$ cat src/design/lmf_pkg.sv
`default_nettype none
// ----------------------------------------------------------------------------
// lmf_pkg
// shared types and constants of the led mask framer
// ----------------------------------------------------------------------------
package lmf_pkg;

	localparam int START_BYTES = 4;
	localparam int MAX_RESULTS = 40;

	localparam logic [7:0] LED_HEADER = 8'hE0;
	localparam logic [7:0] END_BYTE   = 8'hFF;
	localparam logic [7:0] SET_CODE   = 8'h01;

	localparam logic [1:0] FUNC_READ  = 2'd0;
	localparam logic [1:0] FUNC_WRITE = 2'd1;
	localparam logic [1:0] FUNC_BLANK = 2'd2;

	localparam logic [1:0] REG_BRIGHTNESS = 2'd0;
	localparam logic [1:0] REG_BLUE       = 2'd1;
	localparam logic [1:0] REG_GREEN      = 2'd2;
	localparam logic [1:0] REG_RED        = 2'd3;

	localparam logic [1:0] PART_HEADER = 2'd0;
	localparam logic [1:0] PART_BLUE   = 2'd1;
	localparam logic [1:0] PART_GREEN  = 2'd2;
	localparam logic [1:0] PART_RED    = 2'd3;

	typedef enum logic [1:0] {
		OP_NONE  = 2'd0,
		OP_READ  = 2'd1,
		OP_FRAME = 2'd2
	} lmf_op_t;

	typedef struct packed {
		logic [4:0] brightness;
		logic [7:0] blue;
		logic [7:0] green;
		logic [7:0] red;
	} lmf_cfg_t;

	typedef struct packed {
		logic       valid;
		lmf_op_t    op;
		logic [7:0] mask;
		logic [7:0] rv;
	} lmf_item_t;

endpackage
`default_nettype wire

$ cat src/design/lmf_decode.sv
`default_nettype none
// ----------------------------------------------------------------------------
// lmf_decode
// input register stage: keeps the led mask and, while in_stall is low, decodes one access per cycle
// ----------------------------------------------------------------------------
module lmf_decode
	import lmf_pkg::*;
(
	input  wire logic       clk,
	input  wire logic       arst_n,
	input  wire logic       in_valid,
	output      logic       in_stall,
	input  wire logic [1:0] func,
	input  wire logic [3:0] led_select,
	input  wire logic [7:0] write_data,
	input  wire logic       take,
	output      lmf_item_t  item
);

	logic       valid_s1;
	lmf_op_t    op_s1;
	logic [7:0] mask_s1;
	logic [7:0] rv_s1;
	logic [7:0] mask_q;
	logic [7:0] mask_next;
	logic [7:0] rv_next;
	logic [7:0] bit_sel;
	logic [2:0] bit_pos;
	logic       sel_bit;
	logic       accept;

	assign in_stall = valid_s1 && !take;
	assign accept   = in_valid && !in_stall;
	assign bit_pos  = 3'(led_select - 4'd1);
	assign sel_bit  = (led_select != 4'd0) && (led_select <= 4'd8);
	assign bit_sel  = 8'd1 << bit_pos;

	always_comb begin
		mask_next = mask_q;
		if (func == FUNC_WRITE) begin
			if (led_select == 4'd0) begin
				mask_next = write_data;
			end else if (sel_bit) begin
				if (write_data == SET_CODE) begin
					mask_next = mask_q | bit_sel;
				end else begin
					mask_next = mask_q ^ bit_sel;
				end
			end
		end
	end

	always_comb begin
		if (led_select == 4'd0) begin
			rv_next = mask_q;
		end else if (sel_bit) begin
			rv_next = {7'd0, mask_q[bit_pos]};
		end else begin
			rv_next = 8'd0;
		end
	end

	always_ff @(posedge clk or negedge arst_n) begin
		if (!arst_n) begin
			valid_s1 <= 1'b0;
			mask_q   <= 8'd0;
		end else begin
			if (accept) begin
				valid_s1 <= 1'b1;
				mask_q   <= mask_next;
			end else if (take) begin
				valid_s1 <= 1'b0;
			end
		end
	end

	always_ff @(posedge clk) begin
		if (accept) begin
			rv_s1 <= rv_next;
			case (func)
				FUNC_READ: begin
					op_s1   <= OP_READ;
					mask_s1 <= 8'd0;
				end
				FUNC_WRITE: begin
					op_s1   <= OP_FRAME;
					mask_s1 <= mask_next;
				end
				FUNC_BLANK: begin
					op_s1   <= OP_FRAME;
					mask_s1 <= 8'd0;
				end
				default: begin
					op_s1   <= OP_NONE;
					mask_s1 <= 8'd0;
				end
			endcase
		end
	end

	assign item = '{valid: valid_s1, op: op_s1, mask: mask_s1, rv: rv_s1};

endmodule
`default_nettype wire

$ cat src/design/lmf_emitter.sv
`default_nettype none
// ----------------------------------------------------------------------------
// lmf_emitter
// output stage: walks one frame byte per transfer, or gives one read reply
// ----------------------------------------------------------------------------
module lmf_emitter
	import lmf_pkg::*;
#(
	parameter int LED_COUNT = 8,
	parameter int END_BYTES = 4
) (
	input  wire logic       clk,
	input  wire logic       arst_n,
	input  wire lmf_item_t  item,
	input  wire lmf_cfg_t   cfg,
	output      logic       take,
	output      logic       out_valid,
	input  wire logic       out_stall,
	output      logic       is_frame_byte,
	output      logic [7:0] frame_byte,
	output      logic [7:0] read_value,
	output      logic       last
);

	localparam int RAW_LEN   = START_BYTES + 4 * LED_COUNT + END_BYTES;
	localparam int FRAME_LEN = (RAW_LEN < MAX_RESULTS) ? RAW_LEN : MAX_RESULTS;
	localparam int IDX_W     = $clog2(FRAME_LEN);
	localparam int LED_END   = START_BYTES + 4 * LED_COUNT;

	logic             busy_q;
	logic             rd_q;
	logic [IDX_W-1:0] idx_q;
	logic [7:0]       mask_q;
	logic [7:0]       rv_q;
	logic [IDX_W-1:0] rel;
	logic [IDX_W-1:0] led_num;
	logic             lit;
	logic [7:0]       byte_val;
	logic             done;
	logic             xfer;
	logic             free;

	assign xfer = busy_q && !out_stall;
	assign done = rd_q || (idx_q == IDX_W'(FRAME_LEN - 1));
	assign free = !busy_q || (xfer && done);
	assign take = item.valid && (free || item.op == OP_NONE);

	assign rel     = idx_q - IDX_W'(START_BYTES);
	assign led_num = IDX_W'(LED_COUNT - 1) - (rel >> 2);
	assign lit     = mask_q[led_num[2:0]];

	always_comb begin
		if (idx_q < IDX_W'(START_BYTES)) begin
			byte_val = 8'd0;
		end else if (idx_q < IDX_W'(LED_END)) begin
			case (rel[1:0])
				PART_HEADER: byte_val = lit ? (LED_HEADER | {3'd0, cfg.brightness}) : LED_HEADER;
				PART_BLUE:   byte_val = lit ? cfg.blue : 8'd0;
				PART_GREEN:  byte_val = lit ? cfg.green : 8'd0;
				PART_RED:    byte_val = lit ? cfg.red : 8'd0;
				default:     byte_val = 8'd0;
			endcase
		end else begin
			byte_val = END_BYTE;
		end
	end

	always_ff @(posedge clk or negedge arst_n) begin
		if (!arst_n) begin
			busy_q <= 1'b0;
			idx_q  <= '0;
		end else begin
			if (free) begin
				busy_q <= take && (item.op != OP_NONE);
				idx_q  <= '0;
			end else if (xfer) begin
				idx_q <= idx_q + IDX_W'(1);
			end
		end
	end

	always_ff @(posedge clk) begin
		if (free && take) begin
			rd_q   <= (item.op == OP_READ);
			mask_q <= item.mask;
			rv_q   <= item.rv;
		end
	end

	assign out_valid     = busy_q;
	assign is_frame_byte = !rd_q;
	assign frame_byte    = rd_q ? 8'd0 : byte_val;
	assign read_value    = rd_q ? rv_q : 8'd0;
	assign last          = done;

endmodule
`default_nettype wire

$ cat src/design/led_mask_apa102_framer.sv
`default_nettype none
// ----------------------------------------------------------------------------
// led_mask_apa102_framer
// led on/off mask register with an apa102 frame encoder
// ----------------------------------------------------------------------------
// A read access gives one reply transfer; a write or blank access gives one
// apa102 frame of 4 + 4*LED_COUNT + END_BYTES bytes, at most 40 (40 with the
// defaults), one byte per cycle from the output stage while out_stall is low.
// The next access is decoded while the current frame drains and follows
// without a gap. Color registers are read live by the output stage; the user
// must write them only while the block is idle, which it does not enforce.
// ----------------------------------------------------------------------------
module led_mask_apa102_framer
	import lmf_pkg::*;
#(
	parameter int LED_COUNT = 8,
	parameter int END_BYTES = 4
) (
	input  wire logic        clk,
	input  wire logic        arst_n,
	input  wire logic        psel,
	input  wire logic        penable,
	input  wire logic        pwrite,
	input  wire logic [3:0]  paddr,
	input  wire logic [31:0] pwdata,
	output      logic [31:0] prdata,
	output      logic        pready,
	input  wire logic        in_valid,
	output      logic        in_stall,
	input  wire logic [1:0]  func,
	input  wire logic [3:0]  led_select,
	input  wire logic [7:0]  write_data,
	output      logic        out_valid,
	input  wire logic        out_stall,
	output      logic        is_frame_byte,
	output      logic [7:0]  frame_byte,
	output      logic [7:0]  read_value,
	output      logic        last
);

	lmf_cfg_t   cfg_q;
	lmf_item_t  item;
	logic       take;
	logic       wr_en;
	logic [1:0] reg_idx;

	assign pready  = 1'b1;
	assign reg_idx = paddr[3:2];
	assign wr_en   = psel && penable && pwrite && pready;

	always_ff @(posedge clk or negedge arst_n) begin
		if (!arst_n) begin
			cfg_q.brightness <= 5'd20;
			cfg_q.blue       <= 8'd255;
			cfg_q.green      <= 8'd0;
			cfg_q.red        <= 8'd0;
		end else if (wr_en) begin
			case (reg_idx)
				REG_BRIGHTNESS: cfg_q.brightness <= pwdata[4:0];
				REG_BLUE:       cfg_q.blue       <= pwdata[7:0];
				REG_GREEN:      cfg_q.green      <= pwdata[7:0];
				REG_RED:        cfg_q.red        <= pwdata[7:0];
				default: begin
				end
			endcase
		end
	end

	always_comb begin
		case (reg_idx)
			REG_BRIGHTNESS: prdata = {27'd0, cfg_q.brightness};
			REG_BLUE:       prdata = {24'd0, cfg_q.blue};
			REG_GREEN:      prdata = {24'd0, cfg_q.green};
			REG_RED:        prdata = {24'd0, cfg_q.red};
			default:        prdata = 32'd0;
		endcase
	end

	lmf_decode u_decode (
		.clk        (clk),
		.arst_n     (arst_n),
		.in_valid   (in_valid),
		.in_stall   (in_stall),
		.func       (func),
		.led_select (led_select),
		.write_data (write_data),
		.take       (take),
		.item       (item)
	);

	lmf_emitter #(
		.LED_COUNT (LED_COUNT),
		.END_BYTES (END_BYTES)
	) u_emitter (
		.clk           (clk),
		.arst_n        (arst_n),
		.item          (item),
		.cfg           (cfg_q),
		.take          (take),
		.out_valid     (out_valid),
		.out_stall     (out_stall),
		.is_frame_byte (is_frame_byte),
		.frame_byte    (frame_byte),
		.read_value    (read_value),
		.last          (last)
	);

endmodule
`default_nettype wire

$ cat config.mk
export PLATFORM = sky130hd
export DESIGN_NAME = led_mask_apa102_framer
export DESIGN_NICKNAME = d
export VERILOG_FILES = /design/src/design/lmf_pkg.sv /design/src/design/lmf_decode.sv /design/src/design/lmf_emitter.sv /design/src/design/led_mask_apa102_framer.sv
export SDC_FILE = /design/constraint.sdc
export NUM_CORES = 1
export LEC_CHECK = 0
export BUFFER_PORTS_ARGS = -buffer_cell sky130_fd_sc_hd__clkbuf_2
export CELL_PAD_IN_SITES_DETAIL_PLACEMENT = 1
export CELL_PAD_IN_SITES_GLOBAL_PLACEMENT = 1
export CORE_ASPECT_RATIO = 1.25
export CORE_UTILIZATION = 42
export DETAILED_ROUTE_END_ITERATION = 8
export PLACE_DENSITY = 0.92
export SETUP_SLACK_MARGIN = 0.2
export SYNTH_ARGS = -nofsm -noshare
export SYNTH_HDL_FRONTEND = slang
export SYNTH_SLANG_ARGS = --single-unit
export TNS_END_PERCENT = 50
$ cat constraint.sdc
create_clock -name clk -period 2.8 [get_ports clk]
set_input_delay 0.42 -clock clk [delete_from_list [all_inputs] [get_ports clk]]
set_output_delay 0.42 -clock clk [all_outputs]
set_load 0.005 [all_outputs]
Word level (Yosys, flattened, before mapping)

Index checks and enable logic that the tools add are counted.
Widths: inputs -> output; s select.

Input port bits: 57
Output and inout port bits: 53
Register bits: 80

Magnitude comparators: 5
Bitwise operators: 2
Shift operators: 1
Reductions and logical operators: 32
Multiplexer cells: 25
Equality and inequality tests: 11
$add $sub $neg: 4

Operators by type and width:

| kind                | number |
|---|---|
| $pmux 32 s4         | 1 |
| $mux 8              | 12 |
| $pmux 8 s4          | 1 |
| $mux 6              | 2 |
| $eq 2x2->1 const B  | 5 |
| $logic_and 1x1->1   | 10 |
| $eq 2x1->1 const B  | 4 |
| $eq 8x1->1 const B  | 1 |
| $logic_not 2->1     | 4 |
| $lt 3x4->1 const B  | 2 |
| $or 8x8->8          | 1 |
| $reduce_and 2->1    | 4 |
| $shl 1x3->8 const A | 1 |
| $xor 8x8->8         | 1 |
| $add 6x1->6 const B | 1 |
| $bmux 1 s3          | 2 |
| $eq 6x6->1 const B  | 1 |
| $lt 6x3->1 const B  | 1 |
| $lt 6x6->1 const B  | 1 |
| $reduce_bool 2->1   | 3 |
| $logic_not 1->1     | 5 |
| $mux 1              | 5 |
| $mux 5              | 1 |
| $sub 5x3->5 const B | 1 |
| 8 further kinds     | 10 |

Longest topological paths before layout

Word-level depth: 11
Mapped depth: 9
Depth with buffers taken out: 8

Cells and area by module

From an unflattened synthesis, not the netlist that was laid out.

Cell total of the unflattened synthesis: 458
Area total of the unflattened synthesis: 5092.4 um^2

By module, submodules not included:

| module                 | cells each | area an instance (um^2) | times used |
|---|---|---|---|
| lmf_decode             | 205        | 1963.1                  | 1 |
| lmf_emitter            | 148        | 1569.0                  | 1 |
| led_mask_apa102_framer | 105        | 1560.2                  | 1 |

Least setup slack after synthesis

Ideal clock, no wire load.

Path kind: flip-flop to flip-flop
Start point: register u_emitter.idx_q[2]
End point: register u_emitter.mask_q[0], enable pin
Stages on the path, launching flop included: 5
Slack: 0.645 ns
Clock period less this slack: 2.155 ns
Data required time: 2.409 ns
Setup time: 0.391 ns
Path buffers: 0
Arrival: 1.765 ns
Cells stage by stage: dfrtp_1 ha_1 and4b_1 o21ai_2 nor2_1

Cells in the longest elaborated chain, start to end: 7

Ends and longest elaborated chain:

| element                  | RTL line          | source |
|---|---|---|
| start: declaration       | lmf_emitter.sv:32 | `logic [IDX_W-1:0] idx_q;` |
| start signal: assignment | lmf_emitter.sv:77 | `idx_q <= idx_q + IDX_W'(1);` |
| $eq 6x6->1 *             | lmf_emitter.sv:44 | `assign done = rd_q \|\| (idx_q == IDX_W'(FRAME_LEN - 1));` |
| $logic_or 1x1->1 *       | lmf_emitter.sv:44 |  |
| $logic_and 1x1->1 *      | lmf_emitter.sv:45 | `assign free = !busy_q \|\| (xfer && done);` |
| $logic_or 1x1->1 *       | lmf_emitter.sv:45 |  |
| $logic_or 1x1->1         | lmf_emitter.sv:46 | `assign take = item.valid && (free \|\| item.op == OP_NONE);` |
| $logic_and 1x1->1        | lmf_emitter.sv:46 |  |
| $logic_and 1x1->1 *      | lmf_emitter.sv:83 | `if (free && take) begin` |
| end signal: assignment   | lmf_emitter.sv:85 | `mask_q <= item.mask;` |
| end: declaration         | lmf_emitter.sv:33 | `logic [7:0] mask_q;` |

Every way passes the cells marked *; elsewhere a longest branch is shown, timed or not.
A chain may end at the register's enable or synchronous reset.

Worst setup path in the final report

Start point: register u_emitter.idx_q[3]
End point: output port frame_byte[0]

Cells in the longest elaborated chain, start to end: 9
Elaborated cells between the ends (all ways): 14

Ends and longest elaborated chain:

| element                        | RTL line                     | source |
|---|---|---|
| $sub 5x3->5                    | lmf_emitter.sv:48            | `assign rel = idx_q - IDX_W'(START_BYTES);` |
| $sub 3x3->3                    | lmf_emitter.sv:49            | `assign led_num = IDX_W'(LED_COUNT - 1) - (rel >> 2);` |
| $bmux 1 s3                     | lmf_emitter.sv:50            | `assign lit = mask_q[led_num[2:0]];` |
| $mux 1 (implied by the code)   | lmf_emitter.sv:50            |  |
| $mux 8 (tied with other cells) | lmf_emitter.sv:60            | `PART_RED: byte_val = lit ? cfg.red : 8'd0;` |
| $pmux 8 s4                     | lmf_emitter.sv:56            | `case (rel[1:0])` |
| $mux 8                         | lmf_emitter.sv:55            | `end else if (idx_q < IDX_W'(LED_END)) begin` |
| $mux 8 *                       | lmf_emitter.sv:53            | `if (idx_q < IDX_W'(START_BYTES)) begin` |
| $mux 8 *                       | lmf_emitter.sv:92            | `assign frame_byte = rd_q ? 8'd0 : byte_val;` |
| end: declaration               | led_mask_apa102_framer.sv:36 | `output logic [7:0] frame_byte,` |

Every way passes the cells marked *; elsewhere a longest branch is shown, timed or not. The select of a mux whose other input is x is not followed.

==> reports/metrics.csv <==
metric;value;unit
sequential fraction of the synthesis area;0.474;
pin count of the biggest net entering global routing;46;
clock skew;0.00679;ns
WL per Instance;18.9;um
top_reg_cell synth;edfxtp_1;
leakage;2.23;nW
Die W;95.8;um
Final HPWL DP;8.55;mm
metal3 WL;446;um
ranking of synthesized cells by area;edfxtp_1 (23%), dfrtp_1 (19%), mux2_2 (8.0%), ha_1 (6.0%), dfstp_2 (5.7%);
Synth Instances;397;
Synth cell types;55;
post-synth top area cell;edfxtp_1;
highest metal used;met4;
nets@finish;537;
slowest stage delay, CP;0.42;ns
EDFF count, synth;35;
Crit Path Category;register to primary output;
Seq cells post-synth;80;
# DRC;0;
worst min path class;primary input to async pin;
pwr dens;716;nW/um^2
Tcrit/Tclk final;0.904;
Startpoint Class;register;
Post-Route WL;11.2;mm
row count;42;
area occupied by multi-input gates;2160;sq um
final hold viol count;0;
Slowest-stage cell, CP;dfrtp_2;
routed vias;3360;
CP required;2.38;ns
Die Ht;119;um
GRT overflow;0;
fin crit period;2.53;ns
share of cells above drive strength 1;0.328;
Register Area;2190;sq um
antenna violations before repair;0;
critical-path maximum fanout;8;
most frequent cells in the layout;clkbuf_2 (58), edfxtp_1 (35), mux2_2 (33);
wire length on met1;4.18;mm
final setup violation count;0;
Final GP Congestion;0.854;
total die area;11400;sq um
setup_tns;0;ns
CTS clk-pin slew, worst paths;0.06;ns
vias in the first global route;3598;
CP Capture Type;primary output;
diode count;0;
ys async rst share;0.563;
area growth from synthesis to layout;14.6;%
H-tree Lvls;3;
total number of yosys warnings;0;
number of max-cap violations;0;
commonest non-fill, non-tap cell in the layout;clkbuf_2;
PnR worst setup slack;0.270;ns
pre-CTS WS;0.201;ns
post-DR vias/cell;5.65;
initial core utilization;0.433;
max-slew violations;0;
FMAX;395;MHz
WL met2;6.33;mm
Clock Tree Buf Depth;2;
IO Count;110;
CTS Root Cell;clkbuf_16;
status;finished clean;
post-synth top area share;0.227;
drt pass-1 iters;4;
final antenna-violating net count;0;
Clk Latency, worst-skew pair;0.34;ns
CTS tree;built;
1st-iter DRT viols;147;
Slew HR;0.403;
Core Region;10700;sq um
Mean Syn Cell Area;11.6;sq um
clock tree sinks;80;
VDD IR max;0.000285;V
Pwr Total;0.00380;W
mapped cell area;4620;sq um
fill count;1164;
actual slew at the worst max-slew pin;0.888;ns
first-pass GRT wire length;17.9;mm
PortBufs;58;
CTS Buf Count;9;
CP Data Arrival Time;2.11;ns
hold-fix buffer count after cts;0;
dpl cells;575;
total track usage;0.208;
RSZ-0062 raised after global routing;false;
final cell count without fillers;595;
Critical Path, Cell by Cell;inv_1, ha_1, mux4_2, a32oi_4, buf_12, o21ai_1, clkbuf_2;
worst max-delay path, delay by kind of cell, from the launching register on:
family	cells	cell delay (ns)
AOI/OAI and AO/OA	2	0.36
adders and majority gates	1	0.26
buffers and inverters	3	0.38
DFF	1	0.42
muxes	1	0.34
final timing paths:
kind                            cells past startpoint  slack (ns)                  end                start
worst max-delay path                                7        0.27        frame_byte[0]   u_emitter.idx_q[3]
worst min-delay path                                2        0.17             cfg_q[7]               arst_n
worst max register to register                      6        0.63    u_decode.rv_s1[2]   u_emitter.idx_q[1]
worst min register to register                      0        0.42  u_emitter.mask_q[2]  u_decode.mask_s1[2]
max in group asynchronous                           2        2.19   u_emitter.idx_q[0]               arst_n
min in group clk                                    2        0.33    u_decode.valid_s1             in_valid
cells by family (layout without fill, tap and decap cells):
group / after synthesis / in the layout / share of synthesized area
AOI/OAI and AO/OA: 77 / 77 / 0.117
xor gates and xnor gates: 3 / 3 / 0.00974
adders and majority gates: 23 / 23 / 0.0617
buffers and inverters: 62 / 105 / 0.0788
DFF: 80 / 80 / 0.474
muxes: 45 / 45 / 0.131
other: 2 / 25 / 0.00162
and+or+nand+nor: 105 / 105 / 0.127
metrics by stage:
stage / cell area (sq um) / hold WS (ns) / utilization
5_1_grt: 5300 / 0.218 / 0.497
3_5_place_dp: 4920 / 0.411 / 0.462
4_1_cts: 5290 / 0.189 / 0.496
3_3_place_gp: 4920 / 0.401 / 0.462
2_1_floorplan: 4710 / 0.124 / -
6_report: 5300 / 0.168 / 0.497
sequential cells by signal (all words and copies together) (netlist names):
signal and count:
cfg_q 29, u_decode.mask_q 8, u_decode.mask_s1 8, u_decode.rv_s1 8
u_emitter.mask_q 8, u_emitter.rv_q 8, u_emitter.idx_q 6, u_decode.op_s1 2
u_decode.valid_s1 1, u_emitter.out_valid 1, u_emitter.rd_q 1
cell usage after synthesis (4+ instances only):
| cell | count |
|---|---|
| inv_1 | 20 |
| buf_4 | 27 |
| a21oi_1 | 9 |
| a21boi_0 | 6 |
| a31oi_1 | 13 |
| dfstp_2 | 10 |
| mux2_2 | 33 |
| nor2_1 | 10 |
| dfrtp_1 | 35 |
| clkbuf_1 | 7 |
| buf_2 | 4 |
| nor3_1 | 23 |
| nand3b_1 | 5 |
| ha_1 | 22 |
| edfxtp_1 | 35 |
| o21ai_1 | 13 |
| nand2_1 | 21 |
| o21ai_0 | 6 |
| a222oi_1 | 8 |
| mux4_2 | 9 |
| nand3_1 | 10 |
| nand2b_1 | 5 |
| nor3_2 | 4 |
| a21boi_1 | 5 |
| and2_1 | 11 |
| nor2b_1 | 6 |
cell type report:
class / count / share of cell area
flip-flops and latches: 80 / 0.414
clock buffers: 9 / 0.0425
multi-input cells: 278 / 0.407
well taps: 132 / 0.0312
clock inverters: 7 / 0.0191
inverters: 21 / 0.0149
repair buffers: 68 / 0.0713
timing repair:
action                     CTS  global route
buffers inserted             3             1
resized for setup            2             2
setup endpoints to repair    9             8
pin swaps                    1             1
routing by layer:
metal  up-vias  track usage
met5         -            0
met4         0       0.0905
met3        27       0.0351
met2       112        0.394
met1      1684        0.216
li1       1537            -
power breakdown:
| group | switching [W] | internal [W] |
|---|---|---|
| Clock | 0.000489 | 0.000790 |
| Sequential | 0.000165 | 0.00147 |
| Combinational | 0.000473 | 0.000406 |
(Power assumes the default switching activity.)
